$ cat src/sv/gsa_pkg.sv
// Shared types and constants of the generational slot allocator.
package gsa_pkg;

	localparam int HIDX_W = 10;
	localparam int GEN_W  = 32;
	localparam int CNT_W  = 11;
	localparam int EIDX_W = 32;

	typedef enum logic [1:0] {
		MODE_CREATE  = 2'd0,
		MODE_DESTROY = 2'd1,
		MODE_CHECK   = 2'd2,
		MODE_NOP     = 2'd3
	} mode_t;

	typedef enum logic [1:0] {
		ST_OK        = 2'd0,
		ST_NONE_FREE = 2'd1,
		ST_INVALID   = 2'd2,
		ST_OVERFLOW  = 2'd3
	} status_t;

	typedef struct packed {
		logic capture;
		logic slot_rd;
		logic exec;
		logic clr;
	} cmd_t;

	typedef struct packed {
		logic clr_last;
		logic req_create;
		logic out_free;
	} stat_t;

endpackage

$ cat src/sv/gsa_ctrl.sv
// Sequencing state machine of the slot allocator.
module gsa_ctrl (
	input  logic            clk,
	input  logic            arst_n,
	input  logic            in_valid,
	output logic            in_ready,
	input  gsa_pkg::stat_t  stat,
	output gsa_pkg::cmd_t   cmd
);

	typedef enum logic [1:0] {
		S_CLEAR,
		S_IDLE,
		S_SLOT,
		S_EXEC
	} state_t;

	state_t state_q;

	assign in_ready = (state_q == S_IDLE);

	always_comb begin
		cmd = '0;
		unique case (state_q)
			S_CLEAR: cmd.clr = 1'b1;
			S_IDLE:  cmd.capture = in_valid;
			S_SLOT:  cmd.slot_rd = 1'b1;
			S_EXEC:  cmd.exec = stat.out_free;
			default: cmd = '0;
		endcase
	end

	always_ff @(posedge clk or negedge arst_n) begin
		if (!arst_n) begin
			state_q <= S_CLEAR;
		end else begin
			unique case (state_q)
				S_CLEAR: begin
					if (stat.clr_last) state_q <= S_IDLE;
				end
				S_IDLE: begin
					// A create first has to learn its slot from the free queue.
					if (in_valid) state_q <= stat.req_create ? S_SLOT : S_EXEC;
				end
				S_SLOT: state_q <= S_EXEC;
				S_EXEC: begin
					if (stat.out_free) state_q <= S_IDLE;
				end
				default: state_q <= S_IDLE;
			endcase
		end
	end

endmodule

$ cat config.mk
export PLATFORM = sky130hd
export DESIGN_NAME = gsa_ctrl
export DESIGN_NICKNAME = d
export VERILOG_FILES = /design/src/sv/gsa_pkg.sv /design/src/sv/gsa_ctrl.sv
export SDC_FILE = /design/constraint.sdc
export NUM_CORES = 1
export LEC_CHECK = 0
export BUFFER_PORTS_ARGS = -buffer_cell sky130_fd_sc_hd__buf_2
export CAP_MARGIN = 15
export CORE_AREA = 2 2 39 41
export CTS_BUF_LIST = sky130_fd_sc_hd__clkbuf_8
export CTS_CLUSTER_SIZE = 30
export DETAILED_ROUTE_END_ITERATION = 8
export DIE_AREA = 0 0 41 43
export PLACE_DENSITY = 0.42
export SYNTH_ARGS = -nofsm -noshare
export SYNTH_HDL_FRONTEND = slang
export SYNTH_SLANG_ARGS = --single-unit
$ cat constraint.sdc
create_clock -name clk -period 2.1 [get_ports clk]
set_clock_uncertainty 0.1 [all_clocks]
set_input_delay 0.21 -clock clk [delete_from_list [all_inputs] [get_ports clk]]
set_output_delay 0.21 -clock clk [all_outputs]
set_load 0.05 [all_outputs]
; ---- Yosys cells after proc, flatten, opt, wreduce, memory -nomap -nowiden
; Cells that the tools add are included.
[word_totals]
ff_bits = 2
input_bits = 6
[op_classes]
eq_ne = 6
muxes = 9
reduce_logical = 2
[ops]
columns = op, n
row1 = 2-bit one-hot mux with 4 select lines, 1
row2 = 2-bit two-way mux, 3
row3 = 2-bit inequality test (second input constant), 3
row4 = 1-bit two-way mux, 5
row5 = 2-bit equality test (second input constant), 2
row6 = 3-bit AND reduction, 1
row7 = 2-bit by 1-bit equality test with 1-bit output (second input constant), 1
row8 = 2-bit logical NOT, 1

; ---- Logic depth before layout (Yosys ltp)
; Gate-level depths: netlist (run 1).
[logic_depth]
word_depth = 3
depth_mapped = 5
depth_no_buf = 5

; ---- Least setup slack after synthesis (run 1)
; OpenSTA, ideal clock, no wires.
[synth_path]
kind = reg2reg
startpoint = register state_q[1]
endpoint = register state_q[1]
setup_time_ns = 0.127
arrival_ns = 1.631
t_required_ns = 1.873
path_slack_ns = 0.242
stages_incl_launch_ff = 5
synth_period_minus_slack_ns = 1.858
cell_sequence = dfrtp_1 > inv_1 > ha_1 > a222oi_1 > mux2_1
[synth_via]
elab_chain_len = 3
[synth_lines]
columns = element, line
row1 = "start, declared", gsa_ctrl.sv:18  ; state_t state_q;
row2 = "start signal, assigned", gsa_ctrl.sv:43  ; if (in_valid) state_q <= stat.req_create ? S_SLOT : S_EXEC;
row3 = 2-bit by 1-bit equality test with 1-bit output (*), n/a
row4 = via in_ready, gsa_ctrl.sv:6  ; output logic in_ready,
row5 = 2-bit inequality test (no line), n/a
row6 = 3-bit AND reduction (no line), n/a
; The timed path passes the listed nets; every way through them passes the cells marked *.
; A chain may end at the register's enable or synchronous reset.

; ---- Worst setup path after layout (run 1)
[layout_path]
startpoint = register state_q[1]
endpoint = register state_q[1]
[layout_via]
elab_chain_len = 3
[layout_lines]
columns = element, line
row1 = 2-bit equality test (tied with other cells), gsa_ctrl.sv:37  ; unique case (state_q)
row2 = 2-bit inequality test (no line), n/a
row3 = 3-bit AND reduction (no line), n/a
; Several ways; a longest one is shown, not always the timed one.

==> summary.md, run 1 <==
| Metric | Value |
|---|---|
| Status | `finished clean` |
| Largest net degree at the start of global routing | `5` |
| Crit path max-delay family | `compound AO/OA/AOI/OAI gates` |
| DR vias/cell | `around 3.3` |
| Crit path buf inv count | `1` |
| GRT Overall Usage | `0.0583` |
| Worst Hold Class | `input port to async pin` |
| Post-Synthesis Cell Area | `178 um2` |
| Vias in the first global route | `159` |
| First-pass GRT wire length | `slightly below 600 um` |
| Total negative setup slack | `0 ns` |
| Most frequent cells in the layout | `10 x buf_2, 5 x inv_1, 4 x ha_1` |
| Yosys reg bits | `2` |
| Worst path cell trace | `inv_1 > ha_1 > a222oi_1 > mux2_1` |
| Number of flip-flops under the largest register name | `2` |
| CTS tree | `yes` |
| Ports | `11` |
| Fmax | `587 MHz` |
| Worst Max-Slew Pin Slew | `0.468 ns` |
| Total core area | `1380 um2` |
| Ys Warns | `0` |
| P&R area growth vs syn | `68.3%` |
| Root buffer cell | `clkbuf_8` |
| CP Class | `flip-flop to flip-flop` |
| Slowest-stage cell, CP | `a222oi_1` |
| Initial core utilization | `0.128` |
| Synth Instances | `18` |
| Final nets | `44` |
| Worst Path Arrival | `1.69 ns` |
| Final WL | `368 um` |
| Postcts setup bufs | `0` |
| Clock Tree Buf Depth | `2` |
| Fin crit period | `1.70 ns` |
| Htree depth | `1` |
| Gr ovfl total | `0` |
| Crit. End Element | `flip-flop` |
| CP peak stage delay | `0.47 ns` |
| Drt initial violations | `2` |
| DR pass1 iterations | `4` |
| Largest registers | `state_q x2` |
| # fillers | `151` |
| Initial antenna violation count | `0` |
| Core Rows | `14` |
| Placer Congestion | `approximately 0.67` |
| CTS Hold Bufs | `1` |
| RSZ-0062 raised after global routing | `no` |
| Avg Cell Area, Syn | `about 10 um2` |
| Max-Cap Viols | `0` |
| Clock Sinks | `2` |
| Die Ht | `43 um` |
| Setup violators final | `0` |
| Syn_nets | `28` |
| Max-slew headroom | `0.688` |
| DR DRC count | `0` |
| Post-DRT Antenna Nets | `0` |
| Most flop-heavy register | `state_q` |
| Commonest non-fill, non-tap cell in the layout | `buf_2` |
| Fin. Hold Viols | `0` |
| Width of the die | `a little over 40 um` |
| Fin crit share | `0.812` |
| I/O Buffers | `10` |
| Ant diodes | `0` |
| Clock latency at the later pin of the worst-skew pair | `0.21 ns` |
| Slew Limit Fails | `0` |
| TritonCTS buffer count | `3` |
| Worst Path Required | `2.08 ns` |
| Reg clk slew, reported paths | `around 0.030 ns` |
| Synth unique cells | `10` |
| Worst Path Max Fanout | `4` |
| PostCTS Resize Cnt | `0` |
| Layout cell share with drive strength beyond 1 | `0.438` |
| Startpoint Class | `flip-flop` |
| Die Footprint | `1760 um2` |
| Routed WL per cell | `7.67 um` |
| Via count | `158` |
| Seq/Total Area, Yosys | `0.282` |
[metrics by stage]
step	cells	util	hold slack [ns]	worst slack [ns]	area, um2
floorplan	18	-	-0.186	0.242	178
global route	48	0.216	0.219	0.242	299
detailed placement	44	0.179	-0.104	0.356	248
CTS	48	0.216	0.208	0.355	299
global placement	44	0.179	-0.103	0.376	248
finish	48	0.216	0.222	0.395	299
[synthesized netlist by cell type]
| master | instances | area share |
|---|---|---|
| dfrtp_1 | 2 | 0.28 |
| nor3b_1 | 1 | 0.042 |
| and2_1 | 1 | 0.035 |
| mux2_1 | 1 | 0.063 |
| ha_1 | 4 | 0.28 |
| and2_2 | 1 | 0.042 |
| mux2i_1 | 1 | 0.056 |
| inv_1 | 5 | 0.11 |
| nor2b_1 | 1 | 0.035 |
| a222oi_1 | 1 | 0.056 |
[cell type report]
cell class                 count  area [um2]  share of cell area
clock buffer                   3        41.3               0.138
sequential                     2        50.0               0.167
multi-input combinational     11         109               0.364
tap                           16        20.0              0.0669
timing repair buffer          11        60.1               0.201
inverter                       5        18.8              0.0628
[cell families after synthesis]
kind of cell | after synthesis | share of synthesized area
compound gates | 1 | 0.0563
fa+ha+maj | 4 | 0.282
flops | 2 | 0.282
mux | 2 | 0.120
simple gates | 4 | 0.155
buf+inv | 5 | 0.106
[layer usage]
metal  global-route usage  routed length [um]
met1               0.0645                 177
met2               0.0531                 129
met3               0.0471                  62
met4               0.0800                   0
met5                    0                   0
[worst paths after layout]
| check | cells past startpoint | startpoint | end | slack, ns |
|---|---|---|---|---|
| min reg2reg | 1 | state_q[1] | state_q[1] | 0.44 |
| min | 2 | arst_n | state_q[0] | 0.22 |
| max | 4 | state_q[1] | state_q[1] | 0.40 |
| max in group asynchronous | 2 | arst_n | state_q[1] | 1.58 |
| min in group clk | 4 | stat[2] | state_q[0] | 0.32 |
| max reg2reg | 4 | state_q[1] | state_q[1] | 0.40 |
Power of run 1 is left out: the tool's default activity adds up to more than one toggle a clock period on the data nets, which glitch-free logic cannot reach.
==> run 2: changes to the inputs <==
==> constraint.sdc (replaced) <==
create_clock -name clk -period 1.6 [get_ports clk]
set_clock_uncertainty 0.1 [all_clocks]
set_input_delay 0.16 -clock clk [delete_from_list [all_inputs] [get_ports clk]]
set_output_delay 0.16 -clock clk [all_outputs]
set_load 0.05 [all_outputs]
==> summary.md, run 2 (synthesis gave the netlist of run 1 again) <==
| Metric | Value |
|---|---|
| Htree depth | `1` |
| Crit. End Element | `flip-flop` |
| I/O Buffers | `10` |
| Slew Limit Fails | `0` |
| Drt initial violations | `5` |
| Max-Cap Viols | `0` |
| Routed WL per cell | `9.12 um` |
| Comb pwr share | `0.653` |
| Fmax | `617 MHz` |
| Die Footprint | `between 1500 and 2000 um2` |
| DR vias/cell | `3.55` |
| Reg power frac | `0.127` |
| Clock latency at the later pin of the worst-skew pair | `0.21 ns` |
| Final nets | `47` |
| Total core area | `1380 um2` |
| Post-DRT Antenna Nets | `0` |
| P&R area growth vs syn | `99.3%` |
| Layout cell share with drive strength beyond 1 | `0.686` |
| Most frequent cells in the layout | `10 x buf_2, 3 x inv_1, 3 x clkbuf_8, 3 x buf_4` |
| Worst Path Arrival | `1.61 ns` |
| Initial antenna violation count | `0` |
| Status | `finished with violations` |
| RSZ-0062 raised after global routing | `yes` |
| Ports | `11` |
| Width of the die | `41 um` |
| Post-route setup slack | `-0.0205 ns` |
| GRT Overall Usage | `0.0622` |
| RR Startpoint | `state_q[0]` |
| Via count | `181` |
| Dpl ws | `-0.122 ns` |
| Failing checks | `setup timing` |
| Fin crit share | `1.01` |
| Root buffer cell | `clkbuf_8` |
| Worst Max-Slew Pin Slew | `0.278 ns` |
| Reg2Reg Setup Slack | `-0.02 ns` |
| Placement Cell Area | `280 um2` |
| CTS tree | `yes` |
| Final WL | `about 470 um` |
| Worst VDD drop | `0.858 mV` |
| CP Class | `flip-flop to flip-flop` |
| Sw frac | `0.454` |
| Commonest non-fill, non-tap cell in the layout | `buf_2` |
| Largest registers | `state_q x2` |
| Fin crit period | `approximately 1.6 ns` |
| Largest net degree at the start of global routing | `5` |
| Reg-to-Reg End | `state_q[1]` |
| P_int | `0.489 mW` |
| Setup violators final | `1` |
| Clock Sinks | `2` |
| Fin. Hold Viols | `0` |
| Clock Tree Buf Depth | `2` |
| Post-route cell area | `354 um2` |
| Most flop-heavy register | `state_q` |
| Clock Power Share | `0.220` |
| Worst Setup SP | `state_q[0]` |
| Die Ht | `43 um` |
| Worst Path Required | `between 1.5 and 2 ns` |
| Placer Congestion | `0.609` |
| TritonCTS buffer count | `3` |
| R2R cell count | `4` |
| Initial core utilization | `0.128` |
| Core Rows | `14` |
| Number of flip-flops under the largest register name | `2` |
| Max-slew headroom | `0.814` |
| Vias in the first global route | `206` |
| Sw Pwr | `roughly 0.41 mW` |
| DR pass1 iterations | `4` |
| Worst Hold Class | `input port to async pin` |
| Gr ovfl total | `0` |
| WHS | `about 0.16 ns` |
| Startpoint Class | `flip-flop` |
| Reg clk slew, reported paths | `about 0.03 ns` |
| Worst Path Max Fanout | `3` |
| First-pass GRT wire length | `690 um` |
| DR DRC count | `0` |
| Leakage | `0.189 nW` |
| PwrDens | `2530 nW/um2` |
| Ant diodes | `0` |
-- run 2: cell types whose count changed in the layout (fill, tap and decap cells not counted) --
| cell | change |
|---|---|
| ha_1 | -3 |
| dfrtp_1 | -1 |
| ha_2 | +1 |
| mux2_4 | +1 |
| mux2_1 | -1 |
| ha_4 | +2 |
| inv_1 | -2 |
| buf_4 | +3 |
| dfrtp_2 | +1 |
| inv_2 | +2 |
-- run 2: per-stage QoR --
step,util,std cells,TNS (ns),power [mW]
final,0.256,51,-0.0205,0.895
after global routing,0.256,51,-0.0675,0.958
after CTS,0.250,50,-0.0344,0.889
after detailed placement,0.203,45,-0.206,0.626
after global placement,0.203,45,-0.0503,0.602
after floorplan,-,18,-0.0420,0.547
-- run 2: layout make-up --
class	instances	area (um2)
Clock buffer	3	41.3
Multi-Input combinational cell	11	140
Timing Repair Buffer	14	82.6
Tap cell	16	20.0
Sequential cell	2	51.3
Inverter	5	18.8
Fill cell	149	1030
-- run 2: power by group through the flow --
stage / clock network (mW) / logic, mW / registers, mW
6_report: 0.197 / 0.584 / 0.114
5_1_grt: 0.206 / 0.633 / 0.119
4_1_cts: 0.206 / 0.567 / 0.116
3_5_place_dp: 0 / 0.511 / 0.115
3_3_place_gp: 0 / 0.491 / 0.111
2_1_floorplan: 0 / 0.439 / 0.108
-- run 2: per-layer routing --
layer  GRT usage  routed length [um]  vias up
met1      0.0611                 200       77
met2      0.0844                 209       11
met5           0                   0        -
li1            -                   -       93
met3      0.0209                  55        0
met4      0.0800                   0        0
-- run 2: critical path: stages, from the launching register on --
cell	delay [ns]
dfrtp_2	0.43
ha_2	0.19
a222oi_1	0.31
buf_4	0.18
mux2_4	0.29
-- run 2: how the worst max path moves through the flow --
| stage | end | slack [ns] | cells past startpoint |
|---|---|---|---|
| after floorplan | state_q[1] | -0.04 | 4 |
| after global placement | state_q[1] | -0.05 | 3 |
| after detailed placement | state_q[1] | -0.12 | 3 |
| after CTS | state_q[1] | -0.03 | 4 |
| after global routing | state_q[1] | -0.06 | 4 |
| final | state_q[1] | -0.02 | 4 |
-- run 2: repair_timing --
item / 4_1_cts / 5_1_grt
pin swaps: 2 / 1
resized for setup: 2 / 1
hold endpoints to repair: 2 / 0
hold buffers: 1 / 0
buffers inserted: 1 / 1
setup endpoints to repair: 2 / 2
(Power assumes the default switching activity.)
